$ cat src/sau_pkg.sv
`timescale 1ns / 1ps
`default_nettype none
// ----------------------------------------------------------------------------
// sau_pkg
// Shared constants, types and tables for the sigmoid activation pipeline.
// ----------------------------------------------------------------------------
package sau_pkg;

    // input sample format
    localparam int IN_W         = 16;
    localparam int IN_FRAC_BITS = 12;

    // working fixed point format for exp(-a), Q2.30
    localparam int WORK_FRAC    = 30;
    localparam int SERIES_TERMS = 12;

    // magnitude of the input, |x| <= 32768 fits unsigned 16 bits
    localparam int A_W   = 16;
    // a scaled to Q.30
    localparam int Y30_W = A_W + WORK_FRAC - IN_FRAC_BITS;
    // reduced argument r < ln2 in Q2.30
    localparam int R_W   = 30;
    // series term and running sum, both at most 1.0 in Q2.30
    localparam int TERM_W = 31;
    localparam int SUM_W  = 31;

    // ln(2) in Q2.30, rounded
    localparam logic [R_W-1:0] LN2_Q30 = 30'd744261118;

    // largest multiple count of ln2 inside |x| <= 8.0
    localparam int N_MAX = 11;
    localparam int N_W   = 4;

    // item bookkeeping that travels along the pipeline
    typedef struct packed {
        logic           neg;
        logic           last;
        logic [N_W-1:0] n;
    } t_side;

    // j * ln2 in Q.30
    function automatic logic [Y30_W-1:0] ln2_mult(input logic [N_W-1:0] j);
        ln2_mult = Y30_W'(j) * Y30_W'(LN2_Q30);
    endfunction

endpackage
`default_nettype wire

$ cat src/sau_term.sv
`timescale 1ns / 1ps
`default_nettype none
// ----------------------------------------------------------------------------
// sau_term
// One Taylor term of exp(-r): term = ((term * r) >> 30) / K, then the
// running sum takes it with alternating sign. Three stages.
// ----------------------------------------------------------------------------
module sau_term
    import sau_pkg::*;
#(
    parameter int K = 1
) (
    input  wire logic              i_clk,
    input  wire logic              i_rst_n,
    input  wire logic              i_en,
    input  wire logic              i_valid,
    input  wire t_side             i_side,
    input  wire logic [R_W-1:0]    i_r,
    input  wire logic [TERM_W-1:0] i_term,
    input  wire logic [SUM_W-1:0]  i_sum,
    output logic                   o_valid,
    output t_side                  o_side,
    output logic [R_W-1:0]         o_r,
    output logic [TERM_W-1:0]      o_term,
    output logic [SUM_W-1:0]       o_sum
);

    // floor(2^32 / K); truncated quotient is exact or one low
    localparam int         MAG_W = 33;
    localparam logic [MAG_W-1:0] MAGIC = MAG_W'(64'd4294967296 / K);
    localparam int         K_W   = $clog2(K + 1);
    localparam logic [K_W-1:0] K_C = K_W'(K);
    localparam bit         ODD   = ((K % 2) == 1);
    localparam int         PA_W  = TERM_W + R_W;
    localparam int         PB_W  = R_W + MAG_W;

    logic [PA_W-1:0] w_prod_a;
    logic            r_a_valid;
    t_side           r_a_side;
    logic [R_W-1:0]  r_a_r;
    logic [SUM_W-1:0] r_a_sum;
    logic [R_W-1:0]  r_a_p;

    logic [PB_W-1:0] w_prod_b;
    logic            r_b_valid;
    t_side           r_b_side;
    logic [R_W-1:0]  r_b_r;
    logic [SUM_W-1:0] r_b_sum;
    logic [R_W-1:0]  r_b_p;
    logic [R_W-1:0]  r_b_qa;

    logic [R_W-1:0]  w_qk;
    logic [R_W-1:0]  w_rem;
    logic [R_W-1:0]  w_q;
    logic [SUM_W-1:0] w_sum;

    logic            r_c_valid;
    t_side           r_c_side;
    logic [R_W-1:0]  r_c_r;
    logic [SUM_W-1:0] r_c_sum;
    logic [R_W-1:0]  r_c_q;

    // stage a: product with r, back to Q2.30
    assign w_prod_a = PA_W'(i_term) * PA_W'(i_r);

    // stage b: reciprocal multiply for the division by K
    assign w_prod_b = PB_W'(r_a_p) * PB_W'(MAGIC);

    // stage c: one-step correction and sum update
    always_comb begin
        w_qk  = r_b_qa * R_W'(K_C);
        w_rem = r_b_p - w_qk;
        w_q   = (w_rem >= R_W'(K_C)) ? (r_b_qa + R_W'(1)) : r_b_qa;
        if (ODD) begin
            w_sum = r_b_sum - SUM_W'(w_q);
        end else begin
            w_sum = r_b_sum + SUM_W'(w_q);
        end
    end

    // valid bits
    always_ff @(posedge i_clk) begin
        if (!i_rst_n) begin
            r_a_valid <= 1'b0;
            r_b_valid <= 1'b0;
            r_c_valid <= 1'b0;
        end else if (i_en) begin
            r_a_valid <= i_valid;
            r_b_valid <= r_a_valid;
            r_c_valid <= r_b_valid;
        end
    end

    // data path
    always_ff @(posedge i_clk) begin
        if (i_en) begin
            r_a_side <= i_side;
            r_a_r    <= i_r;
            r_a_sum  <= i_sum;
            r_a_p    <= w_prod_a[WORK_FRAC +: R_W];

            r_b_side <= r_a_side;
            r_b_r    <= r_a_r;
            r_b_sum  <= r_a_sum;
            r_b_p    <= r_a_p;
            r_b_qa   <= w_prod_b[32 +: R_W];

            r_c_side <= r_b_side;
            r_c_r    <= r_b_r;
            r_c_sum  <= w_sum;
            r_c_q    <= w_q;
        end
    end

    assign o_valid = r_c_valid;
    assign o_side  = r_c_side;
    assign o_r     = r_c_r;
    assign o_term  = TERM_W'(r_c_q);
    assign o_sum   = r_c_sum;

endmodule
`default_nettype wire

$ cat config.mk
export PLATFORM = sky130hd
export DESIGN_NAME = sau_term
export DESIGN_NICKNAME = d
export VERILOG_FILES = /design/src/sau_pkg.sv /design/src/sau_term.sv
export SDC_FILE = /design/constraint.sdc
export NUM_CORES = 2
export LEC_CHECK = 0
export ABC_AREA = 1
export BUFFER_PORTS_ARGS = -buffer_cell sky130_fd_sc_hd__buf_2
export CORE_MARGIN = 2
export CORE_UTILIZATION = 49
export CTS_CLUSTER_DIAMETER = 30
export CTS_CLUSTER_SIZE = 24
export DETAILED_ROUTE_END_ITERATION = 10
export MAX_ROUTING_LAYER = met4
export PLACE_DENSITY = 0.66
export REMOVE_ABC_BUFFERS = 1
export SLEW_MARGIN = 20
export SYNTH_ARGS = -nofsm -noshare
export SYNTH_HDL_FRONTEND = slang
export SYNTH_SLANG_ARGS = --single-unit
$ cat constraint.sdc
create_clock -name i_clk -period 7.01 [get_ports i_clk]
set_input_delay 0.3505 -clock i_clk [delete_from_list [all_inputs] [get_ports i_clk]]
set_output_delay 0.3505 -clock i_clk [all_outputs]
set_load 0.01 [all_outputs]
==> summary.md <==
| Metric | Value |
|---|---|
| Status | complete, no violations |
| Met2 routed WL | ~53000 um |
| FF-to-FF Start | r_b_qa[0] |
| Die extent in y | roughly 300 um |
| Compound-Gate Fraction of Synth Area | 3.268% |
| Register bit total from synthesis | ~300 |
| TNS Setup | 0 ns |
| Ys async rst share | 0% |
| Synth Instances | 4918 |
| IO Count | 201 |
| Top FF cell, synth | edfxtp_1 |
| Row Count | 108 |
| Routed wire length | 108800 um |
| Total GRT Usage | 26.02% |
| HP Class | in -> reg |
| Largest net degree at the start of global routing | roughly 120 |
| Critical-path cell list | buf_2 > buf_4 > nand2_1 > fa_1 > fa_1 > inv_1 > fa_1 > fa_1 > fa_1 > fa_1 > fa_1 > ha_1 > ha_1 > nand2_1 > nor2_2 > inv_1 > nor2_1 > inv_1 > o21ai_1 > buf_4 > a21oi_1 > nand3_1 > nand2_1 |
| Netlist cell types | 40 |
| Worst endpoint required time | about 7.3 ns |
| Multi-input logic area | 27260 um^2 |
| CP endpoint kind | flip-flop |
| M1 wire length | 45800 um |
| Met3 WL post-DR | 6039 um |
| Cts repair resizes | 0 |
| WL per Instance | about 17 um |
| Core area | 86480 um^2 |
| CP arrival | 6.83 ns |
| Crit path max-delay family | adder cells |
| Final worst setup slack | 0.5097 ns |
| Yosys top cell by area | fa_1 |
| Post-route minimum period | 6.500 ns |
| Hold Vio Cnt, Final | 0 |
| First-pass DRT Iterations | 5 |
| Post-synthesis simple-gate area fraction | 14.09% |
| RSZ-0062 raised after global routing | false |
| EDFF count, synth | 291 |
| Largest cells by area after synthesis | fa_1, edfxtp_1, inv_1, nand2_1, ha_1 |
| First-pass GRT wire length | 176400 um |
| Detail Route Antenna Nets | 0 |
| Max transition margin | a little over two fifths |
| Die area | 89270 um^2 |
| Area Overhead vs Synth | 12.71% |
| Chip width | 298.8 um |
| # clock sinks | 294 |
| Final Setup Violations | 0 |
| Starting Density | between 40% and 50% |
| Worst-path clk slew | 0.06 ns |
| Sequential share of the synthesized area | roughly a fifth |
| Final cell count without fillers | about 6400 |
| TritonCTS buffer count | 49 |
| CP Launch Type | input port |
| Largest family of logic cells by synthesized area | adder cells |
| Peak Freq | between 150 and 200 MHz |
| Synth Cell Area | 42580 um^2 |
| CTS root buffer | clkbuf_16 |
| Crit-path most repeated cell | fa_1 |
| Register area | 8798 um^2 |
| H-tree levels | 2 |
| DR iter-0 viols | 1944 |
| Vias per inst | 4.868 |
| TritonCTS clock tree | built |
| Commonest non-fill, non-tap cell in the layout | inv_1 |
| XOR/XNOR share of the synthesized area | 0.7817% |
| Final RePlAce weighted congestion | 0.9530 |
| Worst Skew | around 0.016 ns |
| Final instance area | about 48000 um^2 |
| # DRC | 0 |
| Crit path buffers/inverters | 6 |
| Post-Synth Adder-Cell Area | 45.88% |
| Vias | 31190 |
| Skew-Pair Late Insertion Delay | 0.58 ns |
| CTS max path bufs | 3 |
| Crit path largest cell delay | 0.64 ns |
| Post-route clock period utilization | 92.73% |
| Crit-path max FO | 13 |
| CP Class | in -> reg |
| Cell total after placement | 6278 |
| Min-delay src | i_rst_n |
| Max Cap Viol | 0 |
| Worst Tran Pin Value | 0.8665 ns |
| Mean cell area of the mapped netlist | 8.658 um^2 |
| Top cell type's share of synthesized area | a little under two fifths |
| Fillcell total | 7910 |
| Layout Nets | 6391 |
| Slowest CP cell | fa_1 |
| Mux contribution to synthesized area | 0% |
| Area post-placement | 45910 um^2 |
| CP startpoint | i_term[20] |
| Number of global-route vias before repair | 33460 |
| Most frequent cells in the layout | inv_1, nand2_1, fa_1, edfxtp_1, ha_1 |
| Worst slack, placed | -0.007427 ns |
| Port bufs | 199 |
| Layout cells sized above 1 | 10.30% |
| Fin. max-slew vios | 0 |
| Gr ovfl total | 0 |
| HPWL after DPL | 92800 um |
| Synth Warn # | 0 |
| Initial antenna violation count | 1 |
| Top Layer Used | met4 |
[registers in the layout, indices dropped and copies added (netlist names)]
register,cells
o_sum,31
r_a_sum,31
r_b_sum,31
o_r,30
r_a_p,30
r_a_r,30
r_b_qa,30
r_b_r,30
r_c_q,30
o_side,6
r_a_side,6
r_b_side,6
o_valid,1
r_a_valid,1
r_b_valid,1
[Yosys cell counts, types with 2 or more instances]
master / instances
o21bai_1: 10
o211ai_1: 3
a31oi_1: 2
nor2_2: 22
dfxtp_1: 3
o21ai_0: 77
edfxtp_1: 291
xor2_1: 23
nand2_2: 11
nand2_1: 1221
nor4_2: 5
nor3_2: 2
fa_1: 807
ha_1: 270
clkbuf_1: 177
o21ai_1: 7
nor3_1: 8
nand3b_1: 7
o21ai_2: 5
xnor2_1: 15
nand4_1: 13
nand3_1: 66
a21o_1: 4
inv_1: 1532
o21a_1: 9
a21boi_0: 4
buf_1: 6
inv_2: 19
nor2_1: 156
a21oi_1: 133
[worst min-delay path, delay by kind of cell]
kind / cells / cell delay (ns)
buffers and inverters: 1 / 0.11
AOI/OAI and AO/OA: 1 / 0.07
and+or+nand+nor: 1 / 0.04
[timing repair]
| action | 4_1_cts | 5_1_grt |
|---|---|---|
| hold buffers | 38 | 0 |
| hold endpoints to repair | 38 | 0 |
| setup buffers | 0 | 0 |
[stage by stage]
stage               hold WS, ns  utilization [%]
floorplan                0.4003                -
global placement         0.4003            53.09
detailed placement       0.4045            53.09
CTS                     0.01889            55.49
global route            0.05878            55.49
finish                  0.05157            55.49
[area by class of cell]
cell class	count	share of cell area (%)
Tap cell	1155	3.011
Clock inverter	40	0.9699
Clock buffer	50	2.563
Timing Repair Buffer	427	6.174
Inverter	1552	12.14
Multi-Input combinational cell	2888	56.80
Antenna cell	1	0.005214
Sequential cell	294	18.33
[final timing paths]
| check | slack [ns] | to | cells past startpoint |
|---|---|---|---|
| max | 0.51 | r_a_p[26] | 23 |
| min | 0.05 | o_valid | 3 |
| max reg2reg | 4.56 | o_sum[28] | 8 |
| min reg2reg | 0.41 | o_r[2] | 0 |
[cell families (layout without fill, tap and decap cells)]
group / Yosys count / in the layout
buf+inv: 1736 / 2069
simple gates: 1516 / 1516
fa+ha+maj: 1077 / 1077
flops: 294 / 294
compound gates: 256 / 256
xor+xnor: 38 / 38
other cells: 1 / 2
[layer usage]
layer / up-vias / GRT usage [%]
met5: - / -
met4: 0 / 8.179
met3: 190 / 2.857
met2: 891 / 43.69
met1: 15470 / 33.26
li1: 14650 / -
Power is left out: the tool's default activity adds up to more than one toggle a clock period on the data nets, which glitch-free logic cannot reach.
