<file path="src/sau_pkg.sv">
`timescale 1ns / 1ps
`default_nettype none
// ----------------------------------------------------------------------------
// sau_pkg
// Shared constants, types and tables for the sigmoid activation pipeline.
// ----------------------------------------------------------------------------
package sau_pkg;

    // input sample format
    localparam int IN_W         = 16;
    localparam int IN_FRAC_BITS = 12;

    // working fixed point format for exp(-a), Q2.30
    localparam int WORK_FRAC    = 30;
    localparam int SERIES_TERMS = 12;

    // magnitude of the input, |x| <= 32768 fits unsigned 16 bits
    localparam int A_W   = 16;
    // a scaled to Q.30
    localparam int Y30_W = A_W + WORK_FRAC - IN_FRAC_BITS;
    // reduced argument r < ln2 in Q2.30
    localparam int R_W   = 30;
    // series term and running sum, both at most 1.0 in Q2.30
    localparam int TERM_W = 31;
    localparam int SUM_W  = 31;

    // ln(2) in Q2.30, rounded
    localparam logic [R_W-1:0] LN2_Q30 = 30'd744261118;

    // largest multiple count of ln2 inside |x| <= 8.0
    localparam int N_MAX = 11;
    localparam int N_W   = 4;

    // item bookkeeping that travels along the pipeline
    typedef struct packed {
        logic           neg;
        logic           last;
        logic [N_W-1:0] n;
    } t_side;

    // j * ln2 in Q.30
    function automatic logic [Y30_W-1:0] ln2_mult(input logic [N_W-1:0] j);
        ln2_mult = Y30_W'(j) * Y30_W'(LN2_Q30);
    endfunction

endpackage
`default_nettype wire

</file>
<file path="src/sau_recip.sv">
`timescale 1ns / 1ps
`default_nettype none
// ----------------------------------------------------------------------------
// sau_recip
// Scales exp(-r) by 2^-n, forms round(2^(W+30) / (2^30 + e)) by a restoring
// divider of one quotient bit per stage, then picks t or 1 - t.
// ----------------------------------------------------------------------------
module sau_recip
    import sau_pkg::*;
#(
    parameter int OUT_WIDTH = 16
) (
    input  wire logic             i_clk,
    input  wire logic             i_rst_n,
    input  wire logic             i_en,
    input  wire logic             i_valid,
    input  wire t_side            i_side,
    input  wire logic [SUM_W-1:0] i_sum,
    output logic                  o_valid,
    output logic [OUT_WIDTH-1:0]  o_y,
    output logic                  o_last
);

    localparam int Q_W   = OUT_WIDTH + 1;
    localparam int D_W   = WORK_FRAC + 2;
    localparam int REM_W = WORK_FRAC + 1;

    logic [SUM_W-1:0] w_e;
    logic [D_W-1:0]   w_d;
    logic [REM_W-1:0] w_nhi;

    // index 0 is the setup stage, index g the g-th quotient bit
    logic             r_valid [Q_W+1];
    t_side            r_side  [Q_W+1];
    logic [REM_W-1:0] r_rem   [Q_W+1];
    logic [Q_W-1:0]   r_q     [Q_W+1];
    logic [D_W-1:0]   r_d     [Q_W];
    logic [Q_W-1:0]   r_lo    [Q_W];

    logic [Q_W-1:0]       w_tq;
    logic [Q_W-1:0]       w_full;
    logic [OUT_WIDTH-1:0] w_y;

    logic                 r_out_valid;
    logic [OUT_WIDTH-1:0] r_out_y;
    logic                 r_out_last;

    // setup: divisor, upper numerator part as first remainder, low bits
    always_comb begin
        w_e   = i_sum >> i_side.n;
        w_d   = (D_W'(1) << WORK_FRAC) + D_W'(w_e);
        w_nhi = REM_W'((D_W'(1) << (WORK_FRAC - 1)) + (w_d >> (OUT_WIDTH + 2)));
    end

    always_ff @(posedge i_clk) begin
        if (!i_rst_n) begin
            r_valid[0] <= 1'b0;
        end else if (i_en) begin
            r_valid[0] <= i_valid;
        end
    end

    always_ff @(posedge i_clk) begin
        if (i_en) begin
            r_side[0] <= i_side;
            r_rem[0]  <= w_nhi;
            r_q[0]    <= '0;
            r_d[0]    <= w_d;
            r_lo[0]   <= w_d[Q_W:1];
        end
    end

    // divider stages, most significant quotient bit first
    for (genvar g = 1; g <= Q_W; g++) begin : g_div
        logic [D_W-1:0] w_shift;
        logic           w_take;

        always_comb begin
            w_shift = {r_rem[g-1], r_lo[g-1][Q_W-g]};
            w_take  = (w_shift >= r_d[g-1]);
        end

        always_ff @(posedge i_clk) begin
            if (!i_rst_n) begin
                r_valid[g] <= 1'b0;
            end else if (i_en) begin
                r_valid[g] <= r_valid[g-1];
            end
        end

        always_ff @(posedge i_clk) begin
            if (i_en) begin
                r_side[g] <= r_side[g-1];
                r_rem[g]  <= w_take ? REM_W'(w_shift - r_d[g-1]) : REM_W'(w_shift);
                r_q[g]    <= {r_q[g-1][Q_W-2:0], w_take};
            end
        end

        if (g < Q_W) begin : g_carry
            always_ff @(posedge i_clk) begin
                if (i_en) begin
                    r_d[g]  <= r_d[g-1];
                    r_lo[g] <= r_lo[g-1];
                end
            end
        end
    end

    // sign fold and saturation of exactly one
    always_comb begin
        w_tq   = r_q[Q_W];
        w_full = Q_W'(1) << OUT_WIDTH;
        if (r_side[Q_W].neg) begin
            w_y = OUT_WIDTH'(w_full - w_tq);
        end else if (w_tq[OUT_WIDTH]) begin
            w_y = '1;
        end else begin
            w_y = w_tq[OUT_WIDTH-1:0];
        end
    end

    // output register
    always_ff @(posedge i_clk) begin
        if (!i_rst_n) begin
            r_out_valid <= 1'b0;
        end else if (i_en) begin
            r_out_valid <= r_valid[Q_W];
        end
    end

    always_ff @(posedge i_clk) begin
        if (i_en) begin
            r_out_y    <= w_y;
            r_out_last <= r_side[Q_W].last;
        end
    end

    assign o_valid = r_out_valid;
    assign o_y     = r_out_y;
    assign o_last  = r_out_last;

endmodule
`default_nettype wire
</file>
<file path="config.mk">
export PLATFORM = sky130hd
export DESIGN_NAME = sau_recip
export DESIGN_NICKNAME = d
export VERILOG_FILES = /design/src/sau_pkg.sv /design/src/sau_recip.sv
export SDC_FILE = /design/constraint.sdc
export NUM_CORES = 2
export LEC_CHECK = 0
export BUFFER_PORTS_ARGS = -buffer_cell sky130_fd_sc_hd__buf_2
export CORE_UTILIZATION = 31
export DETAILED_ROUTE_END_ITERATION = 8
export GPL_TIMING_DRIVEN = 1
export PLACE_DENSITY = 0.47
export SLEW_MARGIN = 20
export SYNTH_ARGS = -nofsm -noshare
export SYNTH_HDL_FRONTEND = slang
export SYNTH_SLANG_ARGS = --single-unit
</file>
<file path="constraint.sdc">
create_clock -name i_clk -period 11.07 [get_ports i_clk]
set_clock_uncertainty 0.1 [all_clocks]
set_input_delay 0 -clock i_clk [delete_from_list [all_inputs] [get_ports i_clk]]
set_output_delay 0 -clock i_clk [all_outputs]
set_load 0.1 [all_outputs]
</file>
==> results.toml <==
[power]
power_leakage_nw = 33.4
pwr_density_cell_nw_per_um2 = 252
total_power_consumption_of_the_routed_design_mw = 20.6
ir_drop_mv = 0.131

[critical_path]
timing.critical_path.to_type = "flop"
startpoint_type = "flop"
critPathMaxFanout = 40
timing.critical_path.cells = "inv_1 -> ha_1 -> fa_1 -> nand2b_1 -> a21boi_0 -> o21ai_0 -> a21oi_1 -> a221o_1 -> a21oi_1 -> o31ai_1 -> a31oi_4 -> buf_4 -> mux2_2"
timing.setup.critical_path_class = "flop to flop"
critPathRequiredTime_ns = 11.49
timing.reg2reg.worst_path_depth = 13
worst_ep_arrival_time_ns = 5.09
endpoint = "r_rem[6][8]"
critical_path.slowest_cell = "sky130_fd_sc_hd__a21oi_1"
timing.reg2reg.setup_slack_ns = 6.39
r2r_start = "r_d[5][12]"
critical-path-top-cell-by-count = "sky130_fd_sc_hd__a21oi_1"
critical_path.max_stage_delay_ns = 0.66
crit-reg2reg-capture = "r_rem[6][8]"
setup.worst_path.start = "r_d[5][12]"

[sta]
finalCritPeriodShare = 0.423
grt_setup_unrepaired = "no"
slew-limit-headroom = 0.302
period_needed_ns = 4.68
hold_violations = 1
worstMarginPinSlew_ns = 1.05
setup_viol = 0
fin_setup_tns_ns = 0
fmaxAchievable_ghz = 0.214
slew_viol_final = 0
final.hold.worst_slack_ns = -0.00320

[logic_synthesis]
async_flop_share = 0
synth.cell_area_um2 = 72100
synth_enable_flop_cells = 1263
ys.warnings.count = 0
synth_ff_type = "sky130_fd_sc_hd__edfxtp_1"
yosys.cell_types.count = 90
post_synthesis_register_bit_count = 1265
postSynthAreaPerCell_um2 = 11.0
ys_seq_area_frac = 0.527
synth.net_count = 7138
cell_count_after_synthesis = 6553

[routing]
met2_wirelength_um = 89900
drt-wirelength-per-cell_um = 17.8
routedLengthMet1_um = 73900
routed_via_count = 48500
drtPass1Iterations = 6
drtIter0Drc = 2718
met3WireLength_um = 5310
uppermost_metal_layer_occupied_by_signal_nets = "met4"
detail_route.drc_violations = 0
detail_route.wirelength_um = 175000
routed_via_density = 4.93
final_antenna_net_count = 0

[final_layout]
mostFrequentLayoutCells = "sky130_fd_sc_hd__edfxtp_1, sky130_fd_sc_hd__inv_1, sky130_fd_sc_hd__nand2_1"
finish.instance_area_um2 = 81400
n_fill_cell = 22652
multi_input_area_um2 = 31000
ff_latch_area_um2 = 38000
layout-drive-gt1-share = 0.0749
area.growth.synth_to_final_pct = 13.0
layout_commonest_cell = "sky130_fd_sc_hd__edfxtp_1"
final_nets = 7287
finish.cell_count_without_fillers = 9847

[clock_tree]
worst_skew_late_latency_ns = 0.79
clk_pin_slew_ns = 0.06
cts_root_buffer = "sky130_fd_sc_hd__clkbuf_16"
postCtsResizedCells = 0
tritoncts.num_buffers = 150
ctsHtreeMaxLevel = 4
clock_path_buffers = 3
tritoncts = "done"
cts_sink_cnt = 1265
post-cts-setup-buffers = 0
post_cts_hold_buffer_count = 77

[die]
design.core.area_um2 = 231000
design.die.area_um2 = 234000
placementRows = 176
die-width_um = 484
initial_core_util = 0.313
die_height_um = 484
ioPinCount = 59

[hold_path]
worst_hold_path_type = "input port to flop"

[placement]
final_hpwl_dp_um = 133000
dp_cells = 9499
port_buffers = 58
dpl_cell_area_um2 = 75900
place.gp.congestion = 0.915

[grt]
gr-usage-all-layers = 0.147
globalRoute.totalOverflow = 0
initial_antenna_violation_count = 1
grt_pass1_vias = 48943
grt_pass1_wl_um = 274000
largest_net_degree_at_the_start_of_global_routing = 160

[flow_run]
cap_viol_max_count = 0

[status]
run_status = "finished with violations"
violations = "negative hold slack"
## how the worst min path moves through the flow
| stage | to | cells after the start | slack [ns] | startpoint |
|---|---|---|---|---|
| detailed placement | r_side[0][5] | 1 | 0.08 | i_side[5] |
| floorplan | r_side[0][4] | 0 | -0.001 | i_side[4] |
| global route | r_valid[16] | 3 | 0.06 | i_rst_n |
| global placement | r_side[0][5] | 1 | 0.08 | i_side[5] |
| finish | r_d[0][5] | 5 | -0.003 | i_sum[9] |
| CTS | r_d[0][21] | 4 | 0.00008 | i_side[1] |
## report_power, final
| group | switching, mW | internal [mW] |
|---|---|---|
| Sequential | 0.625 | 6.73 |
| Clock | 2.03 | 2.79 |
| Combinational | 4.90 | 3.48 |
| Total | 7.55 | 13.0 |
## cell type report
class / instances / share of cell area
Sequential cell: 1265 / 0.466
Multi-Input combinational cell: 4450 / 0.381
Clock buffer: 187 / 0.0478
Tap cell: 3026 / 0.0465
Inverter: 659 / 0.0304
Timing Repair Buffer: 176 / 0.0175
Clock inverter: 83 / 0.0104
Antenna cell: 1 / 0.0000307
## state kept, by name, indices dropped and copies added, names as in the netlist
signal   flops
r_valid     18
r_d        543
r_q        153
o_y         16
o_valid      1
r_rem      497
r_side      36
o_last       1
## worst max-delay path, delay by kind of cell, from the launching register on
kind | cells | cell delay [ns]
AOI/OAI and AO/OA | 7 | 2.43
buffers and inverters | 2 | 0.56
DFF | 1 | 0.41
adders and majority gates | 2 | 0.40
muxes | 1 | 0.38
and+or+nand+nor | 1 | 0.11
## metal layers
metal / GRT usage / vias to the layer above
li1: - / 24312
met1: 0.171 / 23042
met2: 0.272 / 815
met3: 0.0207 / 331
met4: 0.0551 / 0
met5: 0 / -
## synthesized netlist by cell type, drive strengths merged, types with 20 or more instances
cell | count | area (um2)
edfxtp | 1263 | 37900
inv | 658 | 2470
nand2 | 572 | 2150
ha | 528 | 6610
o21ai | 496 | 2480
a21oi | 482 | 2410
nor2 | 345 | 1290
a21o | 292 | 2190
xnor2 | 230 | 2010
xor2 | 169 | 1480
clkbuf | 160 | 601
mux2 | 128 | 1440
nand3 | 103 | 515
nor3 | 88 | 457
nor2b | 77 | 482
nand4 | 76 | 475
nand2b | 72 | 450
and3 | 71 | 444
o21a | 68 | 510
a31oi | 67 | 419
o21bai | 55 | 413
o31ai | 53 | 403
a211oi | 42 | 315
mux2i | 37 | 370
o211ai | 35 | 263
or3 | 34 | 228
or2 | 22 | 138
a21boi | 20 | 150
and2 | 20 | 125
## through the flow
stage                     hold slack [ns]  utilization  setup WS [ns]
after detailed placement           0.0803        0.329           6.45
after global placement             0.0793        0.329           6.51
after floorplan                  -0.00113            -           7.48
after global routing               0.0571        0.353           6.17
final                            -0.00320        0.353           6.39
after CTS                       0.0000807        0.353           6.42
## cell families (layout without fill, tap and decap cells)
kind of cell / Yosys count / in the layout / synth area share
other: 0 / 1 / 0
XOR/XNOR: 399 / 399 / 0.0485
buffers and inverters: 838 / 1105 / 0.0441
AND/OR/NAND/NOR: 1549 / 1549 / 0.101
AO/OA/AOI/OAI: 1780 / 1780 / 0.154
multiplexers: 178 / 178 / 0.0292
adder cells (fa/ha/maj): 544 / 544 / 0.0961
flip-flops: 1265 / 1265 / 0.527
No activity file was read; power rests on OpenSTA's default activity.
