**src/sau_pkg.sv**
```systemverilog
`timescale 1ns / 1ps
`default_nettype none
// ----------------------------------------------------------------------------
// sau_pkg
// Shared constants, types and tables for the sigmoid activation pipeline.
// ----------------------------------------------------------------------------
package sau_pkg;

    // input sample format
    localparam int IN_W         = 16;
    localparam int IN_FRAC_BITS = 12;

    // working fixed point format for exp(-a), Q2.30
    localparam int WORK_FRAC    = 30;
    localparam int SERIES_TERMS = 12;

    // magnitude of the input, |x| <= 32768 fits unsigned 16 bits
    localparam int A_W   = 16;
    // a scaled to Q.30
    localparam int Y30_W = A_W + WORK_FRAC - IN_FRAC_BITS;
    // reduced argument r < ln2 in Q2.30
    localparam int R_W   = 30;
    // series term and running sum, both at most 1.0 in Q2.30
    localparam int TERM_W = 31;
    localparam int SUM_W  = 31;

    // ln(2) in Q2.30, rounded
    localparam logic [R_W-1:0] LN2_Q30 = 30'd744261118;

    // largest multiple count of ln2 inside |x| <= 8.0
    localparam int N_MAX = 11;
    localparam int N_W   = 4;

    // item bookkeeping that travels along the pipeline
    typedef struct packed {
        logic           neg;
        logic           last;
        logic [N_W-1:0] n;
    } t_side;

    // j * ln2 in Q.30
    function automatic logic [Y30_W-1:0] ln2_mult(input logic [N_W-1:0] j);
        ln2_mult = Y30_W'(j) * Y30_W'(LN2_Q30);
    endfunction

endpackage
`default_nettype wire

```
**src/sau_range.sv**
```systemverilog
`timescale 1ns / 1ps
`default_nettype none
// ----------------------------------------------------------------------------
// sau_range
// Takes |x| and splits it as n*ln2 + r with 0 <= r < ln2, two stages.
// ----------------------------------------------------------------------------
module sau_range
    import sau_pkg::*;
(
    input  wire logic                  i_clk,
    input  wire logic                  i_rst_n,
    input  wire logic                  i_en,
    input  wire logic                  i_valid,
    input  wire logic signed [IN_W-1:0] i_x,
    input  wire logic                  i_last,
    output logic                       o_valid,
    output t_side                      o_side,
    output logic [R_W-1:0]             o_r
);

    logic [IN_W-1:0]  w_xu;
    logic             w_neg;
    logic [A_W-1:0]   w_abs;
    logic [Y30_W-1:0] w_y30;
    logic [N_MAX-1:0] w_ge;

    logic             r_s1_valid;
    logic [N_MAX-1:0] r_s1_ge;
    logic [Y30_W-1:0] r_s1_y30;
    logic             r_s1_neg;
    logic             r_s1_last;

    logic [N_W-1:0]   w_n;
    logic [Y30_W-1:0] w_rem;

    logic             r_s2_valid;
    t_side            r_s2_side;
    logic [R_W-1:0]   r_s2_r;

    // magnitude and thermometer compare against multiples of ln2
    always_comb begin
        w_xu  = IN_W'(i_x);
        w_neg = w_xu[IN_W-1];
        w_abs = w_neg ? A_W'(~w_xu + IN_W'(1)) : A_W'(w_xu);
        w_y30 = Y30_W'(w_abs) << (WORK_FRAC - IN_FRAC_BITS);
        for (int j = 0; j < N_MAX; j++) begin
            w_ge[j] = (w_y30 >= ln2_mult(N_W'(j + 1)));
        end
    end

    always_ff @(posedge i_clk) begin
        if (!i_rst_n) begin
            r_s1_valid <= 1'b0;
        end else if (i_en) begin
            r_s1_valid <= i_valid;
        end
    end

    always_ff @(posedge i_clk) begin
        if (i_en) begin
            r_s1_ge   <= w_ge;
            r_s1_y30  <= w_y30;
            r_s1_neg  <= w_neg;
            r_s1_last <= i_last;
        end
    end

    // n is the count of thresholds passed, r the leftover
    always_comb begin
        w_n   = N_W'($countones(r_s1_ge));
        w_rem = r_s1_y30 - ln2_mult(w_n);
    end

    always_ff @(posedge i_clk) begin
        if (!i_rst_n) begin
            r_s2_valid <= 1'b0;
        end else if (i_en) begin
            r_s2_valid <= r_s1_valid;
        end
    end

    always_ff @(posedge i_clk) begin
        if (i_en) begin
            r_s2_side.neg  <= r_s1_neg;
            r_s2_side.last <= r_s1_last;
            r_s2_side.n    <= w_n;
            r_s2_r         <= R_W'(w_rem);
        end
    end

    assign o_valid = r_s2_valid;
    assign o_side  = r_s2_side;
    assign o_r     = r_s2_r;

endmodule
`default_nettype wire

```
**config.mk**
```make
export PLATFORM = sky130hd
export DESIGN_NAME = sau_range
export DESIGN_NICKNAME = d
export VERILOG_FILES = /design/src/sau_pkg.sv /design/src/sau_range.sv
export SDC_FILE = /design/constraint.sdc
export NUM_CORES = 1
export LEC_CHECK = 0
export BUFFER_PORTS_ARGS = -buffer_cell sky130_fd_sc_hd__buf_2
export CORE_MARGIN = 4
export CORE_UTILIZATION = 50
export DETAILED_ROUTE_END_ITERATION = 7
export PLACE_DENSITY_LB_ADDON = 0.2
export SLEW_MARGIN = 0
export SYNTH_ARGS = -nofsm -noshare
export SYNTH_HDL_FRONTEND = slang
export SYNTH_SLANG_ARGS = --single-unit
```
**constraint.sdc**
```tcl
create_clock -name i_clk -period 13.6 [get_ports i_clk]
set_input_delay 2.04 -clock i_clk [delete_from_list [all_inputs] [get_ports i_clk]]
set_output_delay 2.04 -clock i_clk [all_outputs]
set_load 0.05 [all_outputs]
```
==> flow_summary.json, run 1 <==
{
  "fp.dieW_um": 107,
  "syn_inst": 493,
  "std_cell_rows": 35,
  "hold_depth": 0,
  "clkTransAtPathRegs_ps": 70,
  "grt_overflow": 0,
  "fin_ws_ps": 5980,
  "grt_max_degree": 61,
  "antenna_found_initial": 0,
  "core_area_um2": 9370,
  "drt_iter0_drc": 156,
  "critPathTopFamily": "adder cells",
  "critPathMostFrequentCell": "fa_1",
  "syn_to_final_growth_pct": 11.9,
  "finalNonFillerCells": 683,
  "r2r_slack_ps": 5980,
  "tns_ps": 0,
  "max_freq_ghz": 0.131,
  "post-route-min-period_ps": 7620,
  "synth_area_um2": 4890,
  "met3_usage": 0.0277,
  "min_path_type": "reg -> reg",
  "crit_type": "reg -> reg",
  "cts_tree": "built",
  "path_cells": "inv_1 > fa_1 > inv_1 > fa_1 > inv_1 > fa_1 > fa_1 > inv_1 > fa_1 > xnor2_1 > inv_1 > fa_1 > inv_1 > fa_1 > ha_1 > and3_4 > a211o_1 > o41ai_1 > nor2_1 > or4b_1 > o41ai_1 > a211oi_1 > xnor2_1",
  "grt_setup_unrepaired": "no",
  "status": "finished clean",
  "setup_viol": 0,
  "ys_seq_area_frac": 0.364,
  "cp.buffers_inverters": 6,
  "skew_ps": 11.9,
  "critPathRequiredTime_ps": 13690,
  "port_buffers": 56,
  "yosysUniqueCellTypes": 59,
  "cts-root-buf": "clkbuf_8",
  "synth_seq_cells": 60,
  "hold_viol_final": 0,
  "cp-endpoint": "o_r[29]",
  "dp.cells": 667,
  "cp-start-kind": "register",
  "tightest_slew_ps": 734,
  "synth_edf_count": 58,
  "num-fill-cells": 871,
  "rr_startpoint": "r_s1_ge[0]",
  "grt_first_pass_wirelength_mm": 17.0,
  "gr-max-usage-layer": "met2",
  "end_kind": "register",
  "h-tree-depth": 3,
  "cp.depth": 23,
  "n_antenna_cell": 0,
  "met1_usage": 0.236,
  "clk-insertion-delay-late_ps": 340,
  "grtUsageTotal": 0.187,
  "ctsHoldBuffers": 0,
  "cp.arrival_ps": 7710,
  "drv_slew": 0,
  "cp_slowest_stage_delay_ps": 650,
  "maxCapViolations": 0,
  "route.detailed.wl_per_inst_um": 15.0,
  "grt_pass1_vias": 3630,
  "vias": 3767,
  "cp_max_fo": 6,
  "cts_sinks": 60,
  "synth_nets": 568,
  "r2r-end": "o_r[29]",
  "ys.flop_type": "edfxtp_1",
  "clk_path_buf_depth": 2,
  "wl_mm": 10.2,
  "place_ws_ps": 5970,
  "timing.final.crit_share": 0.560,
  "syn_area_per_cell_um2": 9.93,
  "drtPass1Iterations": 4,
  "drive_gt1_frac": 0.153,
  "globalplace.congestion": 0.904,
  "drc": 0,
  "ios": 58,
  "grt_use_met2": 0.323,
  "cts_made_buffers": 9,
  "dpl.hpwl_mm": 8.08,
  "die-area_um2": 11400,
  "synth_async_sr_flop_share": 0,
  "antenna_left": 0,
  "slowest_stage": "or4b_1",
  "die_h_um": 107,
  "cts_resized": 0,
  "post_cts_buffers": 0,
  "yosysWarnings": 0,
  "routed_via_density": 5.52,
  "start_util": 0.522,
  "crit_start": "r_s1_ge[0]",
  "reg2regPathDepth": 23,
  "holdWs_ps": 425,
  "slew-limit-headroom": 0.511,
  "fin_nets": 624
}
[synth_stat cells, drive strengths merged, types with 7 or more instances]
master,instances,area (um^2)
inv,59,221
edfxtp,58,1740
ha,39,488
xnor2,32,280
o21ai,31,155
nor2,30,113
nand2,27,101
xor2,24,210
a21oi,22,121
fa,15,300
nor3,13,65.1
nor2b,11,68.8
nand3,10,50.1
o41ai,9,97.6
nand2b,8,52.6
o31ai,8,60.1
clkbuf,7,26.3
[cell families (layout without fill, tap and decap cells)]
kind of cell | after synthesis | count (layout) | share of synthesized area
adders and majority gates | 54 | 54 | 0.161
buffers and inverters | 71 | 132 | 0.0573
other | 1 | 1 | 0.000766
AOI/OAI and AO/OA | 121 | 121 | 0.178
and+or+nand+nor | 126 | 126 | 0.131
DFF | 60 | 60 | 0.364
muxes | 4 | 4 | 0.00818
xor gates and xnor gates | 56 | 56 | 0.100
[placed cells by master, fill, tap and decap left out, types with 11 or more instances in the layout]
cell	Yosys	layout
xor2_1	24	24
nor3_1	13	13
inv_1	59	59
a21oi_1	21	21
edfxtp_1	58	58
nand2_1	27	27
nor2b_1	11	11
nor2_1	30	30
ha_1	39	39
o21ai_0	29	29
buf_2	2	56
xnor2_1	32	32
fa_1	15	15
[worst min path at each step]
| stage | from | to | slack [ps] |
|---|---|---|---|
| final | r_s1_last | o_side[4] | 420 |
| after global routing | r_s1_neg | o_side[5] | 430 |
| after detailed placement | r_s1_neg | o_side[5] | 410 |
| after global placement | r_s1_last | o_side[4] | 400 |
| after CTS | r_s1_neg | o_side[5] | 430 |
| after floorplan | r_s1_last | o_side[4] | 400 |
[state kept, by name (all words and copies together), names as in the netlist]
signal and cells:
o_r 27, r_s1_y30 12, r_s1_ge 11, o_side 6
o_valid 1, r_s1_last 1, r_s1_neg 1, r_s1_valid 1
[layout make-up]
cell class                 instances  area, um^2  area share
inverter                          59         221      0.0404
clock inverter                     5        52.6     0.00959
sequential                        60        1780       0.325
clock buffer                      11         141      0.0258
timing repair buffer              57         288      0.0525
tap                              129         161      0.0295
multi-input combinational        362        2830       0.517
[per-stage QoR]
stage	util	instance area, um^2
floorplan	-	4890
global placement	0.564	5290
detailed placement	0.564	5290
CTS	0.585	5480
global route	0.585	5480
finish	0.585	5480
[layer usage]
layer | share of wire | routed length (um) | vias up
met5 | 0 | 0 | -
met4 | 0.019 | 196 | 0
met3 | 0.046 | 469 | 13
met2 | 0.48 | 4960 | 111
met1 | 0.45 | 4610 | 1753
li1 | - | - | 1890
Power of run 1 is not shown: default switching activity piles up to over one toggle a cycle in this logic, so the estimate is an artifact.
==> run 2: changes to the inputs <==
==> constraint.sdc (replaced) <==
create_clock -name i_clk -period 8 [get_ports i_clk]
set_input_delay 1.2 -clock i_clk [delete_from_list [all_inputs] [get_ports i_clk]]
set_output_delay 1.2 -clock i_clk [all_outputs]
set_load 0.05 [all_outputs]
==> run 2 against run 1 <==
- fmax rose by 2.3%
- critical path depth increased by 1
- final area up 0.98%
- wire length down 0.70%
- worst setup slack got worse by 5400 ps
- non-clock buffer count rose by 4
- cell count rose by 0.59%
- hold slack got worse by 2.0 ps
- sequential share of layout area fell by 0.32 points
- via count grew 0.40%
- count of clock-buffer cells in the layout is 1 higher
- clock skew increased by 1.2 ps
==> flow_summary.json, run 2 (same netlist as run 1, synthesis figures left out) <==
{
  "vias": 3782,
  "antenna_found_initial": 0,
  "start_util": 0.522,
  "grt_setup_unrepaired": "no",
  "cts_tree": "built",
  "cts_made_buffers": 9,
  "r2r-end": "o_r[29]",
  "antenna_left": 0,
  "fp.dieW_um": 107,
  "timing.final.crit_share": 0.931,
  "slew-limit-headroom": 0.505,
  "path_cells": "inv_1 > fa_1 > inv_1 > fa_1 > inv_1 > fa_1 > fa_1 > inv_1 > fa_1 > xnor2_1 > buf_4 > inv_1 > fa_1 > inv_1 > fa_1 > ha_1 > and3_4 > a211o_1 > o41ai_1 > nor2_1 > or4b_1 > o41ai_1 > a211oi_1 > xnor2_1",
  "clk-insertion-delay-late_ps": 330,
  "std_cell_rows": 35,
  "mostFrequentLayoutCells": "inv_1, edfxtp_1, buf_2",
  "h-tree-depth": 3,
  "cp_max_fo": 6,
  "hold_depth": 0,
  "skew_ps": 13.1,
  "cp-start-kind": "register",
  "die_h_um": 107,
  "drt_iter0_drc": 204,
  "r2r_slack_ps": 550,
  "ios": 58,
  "grt_pass1_vias": 3688,
  "route.detailed.wl_per_inst_um": 14.8,
  "cts_resized": 0,
  "post_cts_buffers": 0,
  "die-area_um2": 11400,
  "post-route-min-period_ps": 7450,
  "fin_nets": 628,
  "grt_max_degree": 61,
  "dpl.hpwl_mm": 8.01,
  "cp_slowest_stage_delay_ps": 670,
  "end_kind": "register",
  "rr_startpoint": "r_s1_ge[0]",
  "clkTransAtPathRegs_ps": 70,
  "hold_viol_final": 0,
  "setup_viol": 0,
  "drc": 0,
  "largest_reg_flops": 27,
  "drive_gt1_frac": 0.158,
  "drv_slew": 0,
  "hold_path_startpoint": "r_s1_last",
  "n_antenna_cell": 0,
  "clk_path_buf_depth": 2,
  "grtUsageTotal": 0.184,
  "maxCapViolations": 0,
  "core_area_um2": 9370,
  "grt_first_pass_wirelength_mm": 16.9,
  "routed_via_density": 5.51,
  "tightest_slew_ps": 743,
  "grt_overflow": 0,
  "critPathRequiredTime_ps": 8070,
  "slowest_stage": "or4b_1",
  "port_buffers": 56,
  "globalplace.congestion": 0.900,
  "final_common_cell": "inv_1",
  "ctsHoldBuffers": 0,
  "reg2regPathDepth": 24,
  "wl_mm": 10.2,
  "holdWs_ps": 423,
  "status": "finished clean",
  "min_path_type": "reg -> reg",
  "register_area_um2": 1780,
  "critPathMostFrequentCell": "fa_1",
  "multi_input_area_um2": 2830,
  "cts_sinks": 60,
  "cp.arrival_ps": 7510,
  "cts-root-buf": "clkbuf_8",
  "num-fill-cells": 866,
  "syn_to_final_growth_pct": 13.0,
  "crit_type": "reg -> reg",
  "drtPass1Iterations": 5,
  "tns_ps": 0,
  "min_to": "o_side[4]",
  "max_freq_ghz": 0.134,
  "finish.utilization": 0.590
}
[run 2: cell count changes in the layout (fill, tap and decap cells not counted)]
cell and delta:
clkbuf_1 +1, buf_4 +4, clkinv_2 -2, bufinv_16 +1
[run 2: layer usage]
metal	track usage	vias to the layer above	wire length, um
met5	0	-	0
met4	0.0721	0	245
met3	0.0301	23	396
met2	0.321	95	4900
met1	0.229	1764	4630
li1	-	1900	-
[run 2: how the worst max path moves through the flow]
stage,start,endpoint,cells after the start
5_1_grt,r_s1_ge[0],o_r[29],24
2_1_floorplan,r_s1_ge[0],o_r[28],23
6_report,r_s1_ge[0],o_r[29],24
4_1_cts,r_s1_ge[0],o_r[29],24
3_5_place_dp,r_s1_ge[0],o_r[29],24
3_3_place_gp,r_s1_ge[0],o_r[28],24
[run 2: area by class of cell]
class	count	area share
inverters	59	0.0400
well taps	129	0.0292
clock inverters	4	0.0131
flip-flops and latches	60	0.322
repair buffers	61	0.0574
clock buffers	12	0.0262
multi-input cells	362	0.512
[run 2: stage by stage]
| step | worst slack [ps] | instance area, um^2 | cells |
|---|---|---|---|
| final | 555 | 5530 | 687 |
| after global routing | 189 | 5530 | 687 |
| after CTS | 569 | 5530 | 687 |
| after detailed placement | 652 | 5320 | 671 |
| after global placement | 822 | 5320 | 671 |
| after floorplan | 1050 | 4890 | 493 |
[run 2: critical path: cells and delay by family, from the launching register on]
kind            cells  cell delay [ps]
fa+ha+maj           8             3540
buf+inv             7              580
flops               1              330
compound gates      4             1400
xor+xnor            2              320
simple gates        3             1000
Power of run 2 is left out for the same reason.
==> run 3: changes to the inputs <==
--- a/config.mk
+++ b/config.mk
@@ -8,6 +8,7 @@
 export BUFFER_PORTS_ARGS = -buffer_cell sky130_fd_sc_hd__buf_2
 export CORE_MARGIN = 4
 export CORE_UTILIZATION = 50
+export CTS_BUF_LIST = sky130_fd_sc_hd__clkbuf_4
 export DETAILED_ROUTE_END_ITERATION = 7
 export PLACE_DENSITY_LB_ADDON = 0.2
 export SLEW_MARGIN = 0
==> run 3 against run 2 <==
- flip-flop and latch count stayed put
- sequential share of layout area is 0.35 points higher
- core utilization is 0.63 points lower
- first-iteration DRC count is 11% lower
- worst setup slack better by 26 ps
- non-clock buffer count stayed put
- register-to-register slack better by 30 ps
- clock skew is 12 ps higher
- final area is 1.1% lower
- cell count stayed put
- count of clock-buffer cells in the layout is 1 lower
- largest cell class unchanged
==> flow_summary.json, run 3 (same netlist as run 1, synthesis figures left out) <==
{
  "syn_to_final_growth_pct": 11.8,
  "clk_path_buf_depth": 2,
  "tightest_slew_ps": 739,
  "rr_startpoint": "r_s1_ge[0]",
  "clkTransAtPathRegs_ps": 100,
  "wl_mm": 10.2,
  "grt_max_degree": 61,
  "cp_max_fo": 6,
  "mostFrequentLayoutCells": "inv_1, edfxtp_1, buf_2",
  "drive_gt1_frac": 0.159,
  "route.detailed.wl_per_inst_um": 14.9,
  "reg2regPathDepth": 24,
  "drc": 0,
  "die_h_um": 107,
  "register_area_um2": 1780,
  "grt_setup_unrepaired": "no",
  "cp.depth": 24,
  "hold_viol_final": 0,
  "fin_nets": 628,
  "antenna_found_initial": 0,
  "path_cells": "inv_1 > fa_1 > inv_1 > fa_1 > inv_1 > fa_1 > fa_1 > inv_1 > fa_1 > xnor2_1 > buf_4 > inv_1 > fa_1 > inv_1 > fa_1 > ha_1 > and3_4 > a211o_1 > o41ai_1 > nor2_1 > or4b_1 > o41ai_1 > a211oi_1 > xnor2_1",
  "slew-limit-headroom": 0.507,
  "final_common_cell": "inv_1",
  "max_freq_ghz": 0.135,
  "clk-insertion-delay-late_ps": 400,
  "cp_slowest_stage_delay_ps": 660,
  "drt_iter0_drc": 182,
  "cts_resized": 0,
  "slowest_stage": "or4b_1",
  "setup_viol": 0,
  "r2r_slack_ps": 580,
  "finalNonFillerCells": 687,
  "routed_via_density": 5.54,
  "std_cell_rows": 35,
  "cts_made_buffers": 9,
  "num-fill-cells": 871,
  "hold_path_startpoint": "r_s1_last",
  "status": "finished clean",
  "skew_ps": 24.8,
  "start_util": 0.522,
  "multi_input_area_um2": 2830,
  "core_area_um2": 9370,
  "vias": 3808,
  "critPathMostFrequentCell": "fa_1",
  "maxCapViolations": 0,
  "cts_tree": "built",
  "antenna_left": 0,
  "crit_start": "r_s1_ge[0]",
  "ctsHoldBuffers": 0,
  "largest_reg_flops": 27,
  "ios": 58,
  "grt_overflow": 0,
  "cp.buffers_inverters": 7,
  "cp.arrival_ps": 7560,
  "cp-endpoint": "o_r[29]",
  "r2r-end": "o_r[29]",
  "tns_ps": 0,
  "timing.final.crit_share": 0.927,
  "cp-start-kind": "register",
  "die-area_um2": 11400,
  "post-route-min-period_ps": 7420,
  "min_path_type": "reg -> reg",
  "post_cts_buffers": 0,
  "n_antenna_cell": 0,
  "drtPass1Iterations": 5,
  "end_kind": "register",
  "fp.dieW_um": 107,
  "drv_slew": 0,
  "h-tree-depth": 3,
  "cts_sinks": 60,
  "grtUsageTotal": 0.184,
  "dp.cells": 671,
  "grt_pass1_vias": 3687,
  "port_buffers": 56,
  "critPathRequiredTime_ps": 8140,
  "critPathTopFamily": "adder cells",
  "crit_type": "reg -> reg",
  "finish.utilization": 0.584,
  "cts-root-buf": "clkbuf_4",
  "dpl.hpwl_mm": 8.01,
  "grt_first_pass_wirelength_mm": 16.9,
  "globalplace.congestion": 0.900
}
## run 3: cell types whose count changed in the layout (fill, tap and decap cells not counted), sizes merged
cell / before / now
clkinv: 1 / 2
clkbuf: 12 / 11
## run 3: routing by layer
metal / track usage / share of wire / vias to the layer above
li1: - / - / 1905
met1: 0.229 / 0.45 / 1765
met2: 0.320 / 0.48 / 114
met3: 0.0265 / 0.042 / 24
met4: 0.0749 / 0.025 / 0
met5: 0 / 0 / -
## run 3: area by class of cell
cell class,count,share of cell area
Clock buffer,11,0.0151
Clock inverter,5,0.0139
Inverter,59,0.0405
Multi-Input combinational cell,362,0.517
Sequential cell,60,0.325
Tap cell,129,0.0295
Timing Repair Buffer,61,0.0581
## run 3: per-stage QoR
step / area [um^2] / hold WS, ps / worst slack (ps)
2_1_floorplan: 4890 / 400 / 1050
3_3_place_gp: 5320 / 400 / 822
3_5_place_dp: 5320 / 410 / 652
4_1_cts: 5470 / 435 / 560
5_1_grt: 5470 / 440 / 179
6_report: 5470 / 431 / 581
## run 3: worst min-delay path by stage
stage | to | slack (ps) | depth (start not counted)
6_report | o_side[4] | 430 | 0
3_3_place_gp | o_side[4] | 400 | 0
4_1_cts | o_side[5] | 440 | 0
2_1_floorplan | o_side[4] | 400 | 0
3_5_place_dp | o_side[5] | 410 | 0
5_1_grt | o_side[5] | 440 | 0
Power of run 3 is left out for the same reason.
